`config.mk`:
```
export PLATFORM = sky130hd
export DESIGN_NAME = fjis_ram
export DESIGN_NICKNAME = d
export VERILOG_FILES = /design/src/rtl/fjis_ram.sv
export SDC_FILE = /design/constraint.sdc
export NUM_CORES = 2
export LEC_CHECK = 0
export ABC_AREA = 1
export BUFFER_PORTS_ARGS = -buffer_cell sky130_fd_sc_hd__clkbuf_2
export CORE_UTILIZATION = 35
export CTS_BUF_LIST = sky130_fd_sc_hd__clkbuf_8
export DETAILED_ROUTE_END_ITERATION = 10
export GPL_TIMING_DRIVEN = 0
export PLACE_DENSITY = 0.47
export REMOVE_ABC_BUFFERS = 1
export SLEW_MARGIN = 20
export SYNTH_ARGS = -nofsm -noshare
export SYNTH_HDL_FRONTEND = slang
export SYNTH_SLANG_ARGS = --single-unit
```
`constraint.sdc`:
```
create_clock -name clk -period 7 [get_ports clk]
set_clock_uncertainty 0.2 [all_clocks]
set_input_delay 1.4 -clock clk [delete_from_list [all_inputs] [get_ports clk]]
set_output_delay 1.4 -clock clk [all_outputs]
set_load 0.005 [all_outputs]
```
`src/rtl/fjis_ram.sv`:
```
module fjis_ram #(
  parameter int WIDTH = 32,
  parameter int DEPTH = 128
) (
  input  logic                     clk,
  input  logic                     we,
  input  logic [$clog2(DEPTH)-1:0] waddr,
  input  logic [WIDTH-1:0]         wdata,
  input  logic [$clog2(DEPTH)-1:0] raddr,
  output logic [WIDTH-1:0]         rdata
);

  logic [WIDTH-1:0] mem [DEPTH];

  // one write port, registered read port
  always_ff @(posedge clk) begin
    if (we) begin
      mem[waddr] <= wdata;
    end
    rdata <= mem[raddr];
  end

endmodule

```
# Word-level counts from Yosys, hierarchy flattened
# Memory sizes are Yosys's and may differ from the RTL's. A register that Yosys moved wholly into a read port is not among the register bits.
# Index checks and enable logic that the tools add are counted.
totals:
  register_bits: 0
  ram_bits: 4096
  inputBits: 48
  output_inout_bits: 32
  elab_cells: 3
  memories: 1
op_classes:
  muxes: 2
memory_table:
  columns: ["memory", "words", "width", "rd", "rd_ports_with_merged_regs", "write_ports", "line", "rtl"]
  rows:
  - ["mem", 128, 32, 1, 1, 1, "13", "logic [WIDTH-1:0] mem [DEPTH];"]
op_table:
  columns: ["op", "count"]
  rows:
  - ["two-way mux 1 bit", 2]

# Logic depth before layout (Yosys ltp)
logic_depth:
  ltp_word: 2
  ltp_mapped: 13
  ltp_nobuf: 9

# Least setup slack after synthesis
# Ideal clock, no wire load.
synth_path:
  kind: "input-to-reg"
  startpoint: "input we"
  endpoint: "memory mem[105][0] (enable)"
  setup_time_ps: 421
  arrival_ps: 3377
  t_required_ps: 6379
  setup_slack_ps: 3002
  path_stages: 4
  path_buffers: 2
  path_cell_list: "clkbuf_1 > nand2_1 > clkbuf_1 > nor2_1"
synth_between:
  elab_chain_cells: 2
synth_lines:
  columns: ["item", "line", "rtl"]
  rows:
  - ["start, declared", "6", "input logic we,"]
  - ["two-way mux 1 bit", "17", "if (we) begin"]
  - ["two-way mux 1 bit (not written as such)", "18", "mem[waddr] <= wdata;"]
  - ["end, declared", "13", null]
# No other way between the ends.

==> summary.txt <==
Route
  – DR vias: 106000
  – Vias per cell: 5.18
  – Avg WL per Cell: 25.9 um
  – DRT Wirelength: 528000 um
  – Drt initial violations: 9806
  – Remaining DRCs: 0
  – Post-route ant nets: 0
  – Pre-antenna DRT Iters: 5

Setup path
  – Critical path required time: 7.95 ns
  – Critical Path Start Type: input port
  – CP dominant cell by count: buf_16
  – Critical Path End Type: flip-flop
  – Crit-path cells: clkbuf_8 > buf_16 > buf_16 > buf_16 > buf_16 > inv_16 > buf_16 > buf_16 > buf_16 > buf_16 > buf_16 > nand2_1 > nand3_1 > nand3_1 > nand3_1 > nand3_1 > nand3_1 > nand3_1 > nand2_2
  – Crit-path slowest cell: nand3_1
  – CP max FO: 125
  – Crit path DAT: 7.78 ns
  – Critical Path Start: raddr[0]
  – CP Class: input port to flip-flop
  – Reg2reg start: mem[96][10]
  – Worst path max stage delay: 0.42 ns

Synth
  – FF+latch count, synth: 4128
  – Synth Cell Area: 165000 um^2
  – Cells after Synth: 13400
  – Mapped Avg Cell Area: 12.3 um^2
  – Ys Warns: 0
  – Register area share after synthesis: 75.1%
  – Count of different cell masters after synthesis: 15

Power
  – Clock power frac: 39.0%
  – Sw Ratio: 24.8%
  – Power Dens Cells: 263 nW/um^2
  – Design Power: 0.0503 W
  – Int Pwr: 0.0378 W
  – Leakage: 66.4 nW
  – Gate power share: 6.6%
  – Sequential share of power: 54.4%
  – NetSw: 0.0124 W
  – VDD IR-drop max: 198 uV

STA
  – Final hold violation count: 0
  – Worst hold slack: 0.430 ns
  – RSZ-0062 raised after global routing: false
  – Slew @ Worst Pin: 1.22 ns
  – Final period util: 97.6%
  – Min Tclk post-route: 6.83 ns
  – Fmax: 0.146 GHz
  – Max-slew headroom: 18.4%
  – Slew Viols, Final: 0
  – Final Setup Violations: 0

Floorplan
  – Initial core utilization: 35.2%
  – Core Region: 468000 um^2
  – Row count: 251
  – Die Wd: 688 um
  – DIE HEIGHT: 688 um
  – # IOs: 80
  – Die ar.: 473000 um^2

Layout
  – Multi-input gate area: 37300 um^2
  – Share of cells above drive strength 1: 9.96%
  – Area Growth Syn to Fin: 16.2%
  – Nets@finish: 13700
  – Final Util: 40.9%
  – Filler cells: 44000
  – Register Area: 124000 um^2

Clocking
  – Clock sink count: 4128
  – Cts bufs inserted: 702
  – Maximum buffer depth of the clock tree: 4
  – Reg clk slew, reported paths: 0.06 ns
  – Hold_buf cts: 0
  – Clock Tree Root: clkbuf_8
  – Skew-Pair Late Insertion Delay: 1.28 ns
  – CTS H-tree depth: 6
  – TritonCTS clock tree: done

GRT
  – Overflow after GRT: 0
  – Largest net degree at the start of global routing: 164
  – Global-route wire length before repair: 749000 um
  – Initial antenna violation count: 29
  – Vias in the first global route: 101000
  – Tot GR Track Use: 21.7%

Status
  – Status: completed

Place
  – Post-detail-place hpwl: 302000 um
  – Port bufs: 79
  – Gp weighted congestion: 0.734

Job
  – Max Cap Viol: 0

Worst hold path
  – Hold Crit Start: wdata[11]
  – Hold crit path type: input port to flip-flop
what timing repair did:
| item | 4_1_cts | 5_1_grt |
|---|---|---|
| buffers inserted | 0 | 0 |
| cloned | 3 | 2 |
| pin swaps | 0 | 0 |
| gates resized for setup | 1 | 1 |
| setup endpoints to repair | 7 | 6 |
logic make-up after synthesis:
family	synth area share (%)
buffers and inverters	2.84
flip-flops	75.1
AND/OR/NAND/NOR	22.1
power groups by stage:
| stage | clock [W] | combinational, W | sequential (W) |
|---|---|---|---|
| finish | 0.0196 | 0.00333 | 0.0273 |
| floorplan | 0 | 0.00159 | 0.0278 |
| CTS | 0.0201 | 0.00335 | 0.0273 |
| global route | 0.0211 | 0.00358 | 0.0273 |
| detailed placement | 0 | 0.00333 | 0.0278 |
| global placement | 0 | 0.00464 | 0.0279 |
routing by layer:
layer / up-vias / global-route usage (%) / wire, um
met4: 0 / 6.02 / 14000
met3: 724 / 3.31 / 30400
li1: 48600 / - / -
met5: - / 0 / 0
met1: 53100 / 30.4 / 234000
met2: 3115 / 35.3 / 250000
synthesized netlist by cell type (all sizes together):
cell type / number / area, um^2
nand3: 4035 / 20200
nand2: 4151 / 15600
nor3: 8 / 40.0
clkbuf: 109 / 409
edfxtp: 4096 / 123000
nor2: 134 / 503
inv: 24 / 95.1
dfxtp: 32 / 641
buf: 800 / 4170
worst paths after layout:
kind / end / slack [ns] / cells past startpoint
max: rdata[21] / 0.17 / 19
min: mem[98][11] / 0.43 / 1
max reg2reg: rdata[10] / 4.26 / 8
min reg2reg: rdata[23] / 0.70 / 8
registers in the layout (all words and copies together), names as in the netlist:
| name | cells |
|---|---|
| rdata | 32 |
| mem | 4096 |
through the flow:
stage / TNS [ns] / instances / area, um^2 / setup slack [ns]
floorplan: -154.50 / 12500 / 160000 / -4.83
global placement: -8624.90 / 18800 / 168000 / -254.62
detailed placement: -36.85 / 19100 / 179000 / -1.79
CTS: 0 / 20300 / 191000 / 0.0857
global route: 0 / 20300 / 191000 / 0.0119
finish: 0 / 20400 / 191000 / 0.167
cell type report:
cell class / count / share of cell area (%)
sequential: 4128 / 64.6
antenna: 25 / 0.0327
multi-input combinational: 8328 / 19.5
clock inverter: 490 / 1.26
clock buffer: 713 / 5.13
inverter: 24 / 0.0785
timing repair buffer: 457 / 5.34
tap: 6198 / 4.05
cell usage in the layout (no fill, tap or decap), types with 32 or more instances in the layout:
cell type  instances
nand2_1         4142
edfxtp_1        4096
inv_1            274
nor2_4           128
buf_12           120
dfxtp_1           32
clkinv_1         139
clkbuf_8         751
clkinv_2          33
clkbuf_2          40
buf_16           251
nand3_1         4034
worst max-delay path, delay by kind of cell:
family,cells,cell delay (ns)
AND/OR/NAND/NOR,8,1.80
buffers and inverters,11,3.62
Note: power is estimated with default switching activity, not from simulation.
