==> config.mk <==
export PLATFORM = sky130hd
export DESIGN_NAME = fjis_mac
export DESIGN_NICKNAME = d
export VERILOG_FILES = /design/src/rtl/fjis_pkg.sv /design/src/rtl/fjis_mac.sv
export SDC_FILE = /design/constraint.sdc
export NUM_CORES = 2
export LEC_CHECK = 0
export BUFFER_PORTS_ARGS = -buffer_cell sky130_fd_sc_hd__buf_2
export CAP_MARGIN = 20
export CORE_UTILIZATION = 45
export CTS_BUF_LIST = sky130_fd_sc_hd__clkbuf_4
export CTS_CLUSTER_SIZE = 10
export DETAILED_ROUTE_END_ITERATION = 10
export PLACE_DENSITY = 0.6
export SYNTH_ARGS = -nofsm -noshare
export SYNTH_HDL_FRONTEND = slang
export SYNTH_SLANG_ARGS = --single-unit
==> constraint.sdc <==
create_clock -name clk -period 10.99 [get_ports clk]
set_input_delay 0.5495 -clock clk [delete_from_list [all_inputs] [get_ports clk]]
set_output_delay 0.5495 -clock clk [all_outputs]
set_load 0.005 [all_outputs]
==> src/rtl/fjis_pkg.sv <==
package fjis_pkg;

  // number formats
  localparam int FRAC_BITS = 16;
  localparam int WORD_W    = 32;
  localparam int SLOT_W    = 7;
  localparam int REC_WORDS = 80;
  localparam int RAM_DEPTH = 128;
  localparam int ACC_W     = WORD_W + 4;
  localparam int PC_W      = 5;
  localparam int EM_W      = 5;

  typedef logic [SLOT_W-1:0] addr_t;

  // request codes
  localparam logic [1:0] REQ_LOAD  = 2'd0;
  localparam logic [1:0] REQ_WARM  = 2'd1;
  localparam logic [1:0] REQ_SOLVE = 2'd2;

  // record slot map
  localparam addr_t S_V1  = 7'd0;
  localparam addr_t S_W1  = 7'd3;
  localparam addr_t S_V2  = 7'd6;
  localparam addr_t S_W2  = 7'd9;
  localparam addr_t S_R1  = 7'd12;
  localparam addr_t S_R2  = 7'd15;
  localparam addr_t S_IM1 = 7'd18;
  localparam addr_t S_IM2 = 7'd19;
  localparam addr_t S_II1 = 7'd20;
  localparam addr_t S_II2 = 7'd29;
  localparam addr_t S_KT  = 7'd38;
  localparam addr_t S_KR  = 7'd47;
  localparam addr_t S_BT  = 7'd56;
  localparam addr_t S_BR  = 7'd59;
  localparam addr_t S_LL1 = 7'd62;
  localparam addr_t S_AL1 = 7'd65;
  localparam addr_t S_LL2 = 7'd68;
  localparam addr_t S_AL2 = 7'd71;
  localparam addr_t S_PT  = 7'd74;
  localparam addr_t S_PR  = 7'd77;
  localparam addr_t S_REC = 7'd80;

  // scratch words above the record
  localparam addr_t T_F   = 7'd80;
  localparam addr_t T_T   = 7'd81;
  localparam addr_t T_NP  = 7'd84;
  localparam addr_t T_CA  = 7'd87;
  localparam addr_t T_A1  = 7'd90;
  localparam addr_t T_A2  = 7'd93;
  localparam addr_t T_C1  = 7'd84;
  localparam addr_t T_C2  = 7'd87;
  localparam addr_t T_JV  = 7'd90;
  localparam addr_t T_NJ  = 7'd93;
  localparam addr_t T_U   = 7'd96;
  localparam addr_t T_DL  = 7'd99;
  localparam addr_t T_ND  = 7'd102;
  localparam addr_t T_X1  = 7'd105;
  localparam addr_t T_NW1 = 7'd108;
  localparam addr_t T_X2  = 7'd111;
  localparam addr_t T_NX2 = 7'd114;
  localparam addr_t T_NW2 = 7'd117;
  localparam addr_t T_JR  = 7'd120;
  localparam addr_t T_NJR = 7'd123;
  localparam addr_t T_U2  = 7'd84;
  localparam addr_t T_DR  = 7'd87;
  localparam addr_t T_NDR = 7'd90;

  // vector macro operations
  typedef enum logic [2:0] {
    MK_NEG, MK_ADD, MK_SUB, MK_CROSS, MK_MVEC, MK_LIN, MK_ANG, MK_JV
  } mkind_t;

  typedef struct packed {
    mkind_t kind;
    logic   last;
    addr_t  x0;
    addr_t  x1;
    addr_t  x2;
    addr_t  x3;
    addr_t  d;
  } macro_t;

  // one step of the shared unit
  typedef struct packed {
    logic  mul;
    logic  neg;
    logic  clr;
    logic  wr;
    addr_t a;
    addr_t b;
    addr_t d;
  } uop_t;

  typedef struct packed {
    logic lat_a;
    logic do_mul;
    logic do_acc;
    logic use_prod;
    logic neg;
    logic clr;
  } mac_ctl_t;

  typedef struct packed {
    logic [1:0]               req_type;
    logic [SLOT_W-1:0]        word_slot;
    logic signed [WORD_W-1:0] word_value;
  } in_t;

  typedef struct packed {
    logic [SLOT_W-1:0]        out_slot;
    logic signed [WORD_W-1:0] out_value;
    logic                     last_word;
  } out_t;

  localparam logic [PC_W-1:0] PC_SOLVE = 5'd0;
  localparam logic [PC_W-1:0] PC_WARM  = 5'd23;

  function automatic macro_t mk(input mkind_t k, input logic l, input addr_t x0,
                                input addr_t x1, input addr_t x2, input addr_t x3,
                                input addr_t d);
    macro_t m;
    m.kind = k;
    m.last = l;
    m.x0   = x0;
    m.x1   = x1;
    m.x2   = x2;
    m.x3   = x3;
    m.d    = d;
    return m;
  endfunction

  // macro program: solve, then warm start
  function automatic macro_t macro_rom(input logic [PC_W-1:0] pc);
    macro_t m;
    case (pc)
      5'd0:  m = mk(MK_CROSS, 1'b0, S_W2,  S_R2,  S_V1,  S_V1,  T_C2);
      5'd1:  m = mk(MK_CROSS, 1'b0, S_W1,  S_R1,  S_V1,  S_V1,  T_C1);
      5'd2:  m = mk(MK_JV,    1'b0, S_V2,  T_C2,  S_V1,  T_C1,  T_JV);
      5'd3:  m = mk(MK_NEG,   1'b0, T_JV,  S_V1,  S_V1,  S_V1,  T_NJ);
      5'd4:  m = mk(MK_SUB,   1'b0, T_NJ,  S_BT,  S_V1,  S_V1,  T_U);
      5'd5:  m = mk(MK_MVEC,  1'b0, S_KT,  T_U,   S_V1,  S_V1,  T_DL);
      5'd6:  m = mk(MK_ADD,   1'b0, S_PT,  T_DL,  S_V1,  S_V1,  S_PT);
      5'd7:  m = mk(MK_NEG,   1'b0, T_DL,  S_V1,  S_V1,  S_V1,  T_ND);
      5'd8:  m = mk(MK_LIN,   1'b0, S_V1,  S_IM1, S_LL1, T_ND,  S_V1);
      5'd9:  m = mk(MK_CROSS, 1'b0, T_DL,  S_R1,  S_V1,  S_V1,  T_X1);
      5'd10: m = mk(MK_ANG,   1'b0, S_W1,  S_AL1, S_II1, T_X1,  T_NW1);
      5'd11: m = mk(MK_LIN,   1'b0, S_V2,  S_IM2, S_LL2, T_DL,  S_V2);
      5'd12: m = mk(MK_CROSS, 1'b0, T_DL,  S_R2,  S_V1,  S_V1,  T_X2);
      5'd13: m = mk(MK_NEG,   1'b0, T_X2,  S_V1,  S_V1,  S_V1,  T_NX2);
      5'd14: m = mk(MK_ANG,   1'b0, S_W2,  S_AL2, S_II2, T_NX2, T_NW2);
      5'd15: m = mk(MK_SUB,   1'b0, T_NW2, T_NW1, S_V1,  S_V1,  T_JR);
      5'd16: m = mk(MK_NEG,   1'b0, T_JR,  S_V1,  S_V1,  S_V1,  T_NJR);
      5'd17: m = mk(MK_SUB,   1'b0, T_NJR, S_BR,  S_V1,  S_V1,  T_U2);
      5'd18: m = mk(MK_MVEC,  1'b0, S_KR,  T_U2,  S_V1,  S_V1,  T_DR);
      5'd19: m = mk(MK_ADD,   1'b0, S_PR,  T_DR,  S_V1,  S_V1,  S_PR);
      5'd20: m = mk(MK_NEG,   1'b0, T_DR,  S_V1,  S_V1,  S_V1,  T_NDR);
      5'd21: m = mk(MK_ANG,   1'b0, T_NW1, S_AL1, S_II1, T_NDR, S_W1);
      5'd22: m = mk(MK_ANG,   1'b1, T_NW2, S_AL2, S_II2, T_DR,  S_W2);
      5'd23: m = mk(MK_NEG,   1'b0, S_PT,  S_V1,  S_V1,  S_V1,  T_NP);
      5'd24: m = mk(MK_CROSS, 1'b0, S_PT,  S_R1,  S_V1,  S_V1,  T_CA);
      5'd25: m = mk(MK_SUB,   1'b0, T_CA,  S_PR,  S_V1,  S_V1,  T_A1);
      5'd26: m = mk(MK_CROSS, 1'b0, T_NP,  S_R2,  S_V1,  S_V1,  T_CA);
      5'd27: m = mk(MK_ADD,   1'b0, T_CA,  S_PR,  S_V1,  S_V1,  T_A2);
      5'd28: m = mk(MK_LIN,   1'b0, S_V1,  S_IM1, S_LL1, T_NP,  S_V1);
      5'd29: m = mk(MK_ANG,   1'b0, S_W1,  S_AL1, S_II1, T_A1,  S_W1);
      5'd30: m = mk(MK_LIN,   1'b0, S_V2,  S_IM2, S_LL2, S_PT,  S_V2);
      5'd31: m = mk(MK_ANG,   1'b1, S_W2,  S_AL2, S_II2, T_A2,  S_W2);
      default: m = mk(MK_NEG, 1'b1, S_V1,  S_V1,  S_V1,  S_V1,  T_F);
    endcase
    return m;
  endfunction

  // clamp to the signed word range
  function automatic logic signed [WORD_W-1:0] sat_word(input logic signed [63:0] x);
    logic signed [63:0] hi_lim;
    logic signed [63:0] lo_lim;
    hi_lim = 64'sd2147483647;
    lo_lim = -64'sd2147483648;
    if (x > hi_lim) return hi_lim[WORD_W-1:0];
    if (x < lo_lim) return lo_lim[WORD_W-1:0];
    return x[WORD_W-1:0];
  endfunction

endpackage

==> src/rtl/fjis_mac.sv <==
module fjis_mac (
  input  logic                              clk,
  input  fjis_pkg::mac_ctl_t                ctl,
  input  logic signed [fjis_pkg::WORD_W-1:0] rdata,
  output logic signed [fjis_pkg::WORD_W-1:0] wval
);

  logic signed [fjis_pkg::WORD_W-1:0] a_r;
  logic signed [63:0]                 prod_r;
  logic signed [fjis_pkg::ACC_W-1:0]  acc_r;
  logic signed [63:0]                 shifted;
  logic signed [fjis_pkg::WORD_W-1:0] term;
  logic signed [fjis_pkg::ACC_W-1:0]  term_x;
  logic signed [fjis_pkg::ACC_W-1:0]  base;
  logic signed [fjis_pkg::ACC_W-1:0]  acc_nxt;

  // operand latch, multiplier and accumulator registers
  always_ff @(posedge clk) begin
    if (ctl.lat_a) begin
      a_r <= rdata;
    end
    if (ctl.do_mul) begin
      prod_r <= a_r * rdata;
    end
    if (ctl.do_acc) begin
      acc_r <= acc_nxt;
    end
  end

  // truncate product to the fixed-point grid and clamp it to a word, then accumulate exactly
  always_comb begin
    shifted = prod_r >>> fjis_pkg::FRAC_BITS;
    term    = ctl.use_prod ? fjis_pkg::sat_word(shifted) : rdata;
    term_x  = {{(fjis_pkg::ACC_W-fjis_pkg::WORD_W){term[fjis_pkg::WORD_W-1]}}, term};
    base    = ctl.clr ? '0 : acc_r;
    acc_nxt = ctl.neg ? base - term_x : base + term_x;
    wval    = fjis_pkg::sat_word({{(64-fjis_pkg::ACC_W){acc_nxt[fjis_pkg::ACC_W-1]}}, acc_nxt});
  end

endmodule

== After elaboration in Yosys (flattened, before gate mapping) ==
Cells that the tools add are included.

* Bits in registers: 132
* Output and inout port bits: 32
* Word-level logic and storage cells: 27

* Add/subtract/negate cells: 2
* $mul: 1
* $lt $le $gt $ge: 4
* Multiplexer cells: 17

{| class="wikitable"
|+ Operators with widths
! cell !! number
|-
| $mux 32 || 9
|-
| $mux 36 || 2
|-
| $mul 32x32->64 || 1
|-
| $gt 48x32->1 const B || 1
|-
| $lt 48x32->1 const B || 1
|-
| $add 36x32->36 || 1
|-
| $gt 36x32->1 const B || 1
|-
| $lt 36x32->1 const B || 1
|-
| $sub 36x32->36 || 1
|-
| $mux 1 || 6
|}

== Longest topological paths before layout ==
* Depth in word-level cells: 13
* Gate-level depth with buffers: 32

== Worst setup path before layout ==
Ideal clock, no wire load.

* Kind: input port to flip-flop
* Start: in rdata[2] (netlist bit)
* End: reg prod_r[61] (data pin)
* Library setup time: 0.269 ns
* Arrival time: 7.853 ns
* Data required time: 10.721 ns
* Setup slack: 2.867 ns
* Cell stages on the path: 30
* Path buffers: 2
* Path through: clkbuf_1 -> clkbuf_1 -> nand2_1 -> inv_1 -> fa_1 -> fa_1 -> fa_1 -> inv_1 -> fa_1 -> inv_1 -> fa_1 -> inv_1 -> fa_1 -> inv_1 -> fa_1 -> inv_1 -> fa_1 -> inv_1 -> ha_1 -> a21o_1 -> a21o_1 -> a21oi_1 -> o21ai_0 -> a2111oi_0 -> nor3_1 -> a2111oi_0 -> nor3_1 -> nor2_1 -> o21ai_0 -> xor2_1

* Longest elaborated chain between the ends: 1

{| class="wikitable"
|+ RTL lines
! what !! line !! text
|-
| from (decl) || fjis_mac.sv:4 || <nowiki>input logic signed [fjis_pkg::WORD_W-1:0] rdata,</nowiki>
|-
| $mul 32x32->64 || fjis_mac.sv:23 || <nowiki>prod_r <= a_r * rdata;</nowiki>
|-
| to (signal assigned) || fjis_mac.sv:23 ||
|-
| to (decl) || fjis_mac.sv:9 || <nowiki>logic signed [63:0] prod_r;</nowiki>
|}

No other way between the ends.
A chain may end at the register's enable or synchronous reset.

== Final worst setup path ==
* Start: reg a_r[31] (netlist bit)
* End: reg prod_r[62] (data pin)

* Longest elaborated chain between the ends: 1

{| class="wikitable"
|+ RTL lines
! what !! line !! text
|-
| from (decl) || fjis_mac.sv:8 || <nowiki>logic signed [fjis_pkg::WORD_W-1:0] a_r;</nowiki>
|-
| from (signal assigned) || fjis_mac.sv:20 || <nowiki>a_r <= rdata;</nowiki>
|-
| $mul 32x32->64 || fjis_mac.sv:23 ||
|}

No other way between the ends.

==> run summary <==
Status - finished clean
RR Endpoint - prod_r[62]
CTS H-tree lvls - 4
Pre-antenna DRT Iters - 6
Yosys top cell by area - fa_1
Final Hold Vio Count - 0
RR Startpoint - a_r[31]
Post-DP HPWL - 89800 um
CTS tree - built
Tmin final - 9420 ps
CTS Buf Count - 17
Pin count of the biggest net entering global routing - 69
Share of the synthesized area in the top cell type - 50.2%
Critical-path top delay cell - edfxtp_1
# resized after CTS - 0
RSZ-0062 raised after global routing - false
WL per Instance - 18.9 um
Fillers - 9210
Iter 0 DRT Violations - 1680
Total track usage - 24.5%
# rows - 113
Grt ovf - 0
Post-synthesis register bit count - 116
Antenna Nets Post-Route - 0
Hold Crit Start - ctl[4]
Endpoint type of the worst setup path - flop
Vias in the first global route - 33.6k
Critical Path Start Type - flop
Port bufs - 70
Cts hold-fix bufs - 0
Ys async rst share - 0%
Post-synthesis net count - 6018
Synthesis warning total - 0
Core ar. - 95000 um^2
Global-route wire length before repair - 185000 um
Final Hold Slack - 283 ps
Skew-Pair Late Insertion Delay - 640 ps
Synth top area cells - fa_1 50%, inv_1 10%, edfxtp_1 8.1%
Syn_area_per_cell - 9.21 um^2
Post-route DRC - 0
Fin. max-slew vios - 0
Max Cap Viol - 0
WL final - 111000 um
Crit-path max cell delay - 950 ps
Max Freq - 106 MHz
Mapped Area - 43100 um^2
Post-synth top flop - edfxtp_1
Post-CTS setup buffers - 0
Worst-Margin Slew - 1100 ps
Yosys cell types - 70
Skew final - 35.7 ps
Post-synthesis cell count - 4681
Core Util, Final - 47.2%
Data required time at the worst endpoint - 11360 ps
Setup_tns - 0 ps
Worst hold path type - input pin to flop
R2R depth - 27
Die height - 312 um
# placed instances - 5836
Period utilisation layout - 85.7%
Via density - 5.17
Max_slew headroom - 26.4%
Die width - 312 um
Clock tree buffer depth - 2
CTS Sinks - 116
Crit path DAT - 9790 ps
Layout cells sized above 1 - 4.71%
Initial antenna violation count - 5
Post-layout nets - 5928
Worst-path clk slew - 140 ps
R2r setup slk - 1570 ps
Commonest non-fill, non-tap cell in the layout - inv_1
Worst Path Max Fanout - 18
Via count - 30.4k
Final setup fails - 0
Layout Cells excl Fill - 5871
Clk root buf - clkbuf_4
Ports - 71
Register area share after synthesis - 8.08%
Initial Utilization - 45.4%
Hold path cells - 1
Commonest cells after routing, fill and taps aside - 1160 x inv_1, 1082 x fa_1, 780 x nand2_1
Hold Path End - prod_r[16]
Die area - 97000 um^2
Post-synth EDFFs - 116
Synth-to-layout area growth - 4.09%
CP Class - flop to flop
Routability congestion estimate - 0.861
[logic make-up after synthesis]
group                      Yosys count  share of synthesized area (%)
AOI/OAI and AO/OA                  388                           5.97
xor gates and xnor gates           115                           2.35
adders and majority gates         1298                           56.5
buffers and inverters             1403                           12.3
DFF                                116                           8.08
muxes                                6                          0.139
and+or+nand+nor                   1355                           14.6
[state kept, by name (all words and copies together), names as in the netlist]
| signal | flops |
|---|---|
| prod_r | 48 |
| acc_r | 36 |
| a_r | 32 |
[area by class of cell]
cell class	count	area (um^2)	share of cell area, %
Antenna cell	3	7.51	0.0167
Timing Repair Buffer	134	843	1.88
Tap cell	1265	1580	3.53
Inverter	1160	4350	9.70
Multi-Input combinational cell	3162	34300	76.5
Sequential cell	116	3480	7.76
Clock inverter	14	126	0.282
Clock buffer	17	128	0.284
[metrics by stage]
step,cell area (um^2),setup slack (ps)
2_1_floorplan,43100,2870
3_3_place_gp,44600,1550
3_5_place_dp,44600,1480
4_1_cts,44800,1640
5_1_grt,44900,1030
6_report,44900,1570
[synthesized netlist by cell type (23+ instances only)]
master and instances:
and2_1 288, a21oi_1 121, clkbuf_1 225, xnor2_1 69
nor2b_1 43, xor2_1 45, o21a_1 23, nor2_1 89
o21ai_2 30, fa_1 1082, nor3_1 25, ha_1 216
o21ai_0 71, edfxtp_1 116, nand2b_1 51, a21o_1 53
nand2_1 780, inv_1 1160
[worst max-delay path by stage]
stage             start    endpoint  slack [ps]
6_report        a_r[31]  prod_r[62]        1570
3_5_place_dp   rdata[5]  prod_r[59]        1480
3_3_place_gp   rdata[6]  prod_r[59]        1550
5_1_grt         a_r[31]  prod_r[63]        1030
4_1_cts         a_r[31]  prod_r[62]        1640
2_1_floorplan  rdata[2]  prod_r[61]        2870
[worst max-delay path: cells and delay by family, from the launching register on]
family	cells	cell delay (ps)
adder cells (fa/ha/maj)	9	4520
AND/OR/NAND/NOR	5	1690
AO/OA/AOI/OAI	4	1070
flip-flops	1	950
buffers and inverters	8	790
XOR/XNOR	1	120
[routing by layer]
layer	track usage, %	wire length, um	vias up
met2	42.7	56000	797
li1	-	-	13500
met4	7.28	3350	2
met1	32.3	46200	15900
met5	0	12	-
met3	2.35	5510	166
Power is not shown: default switching activity piles up to over one toggle a cycle in this logic, so the estimate is an artifact.
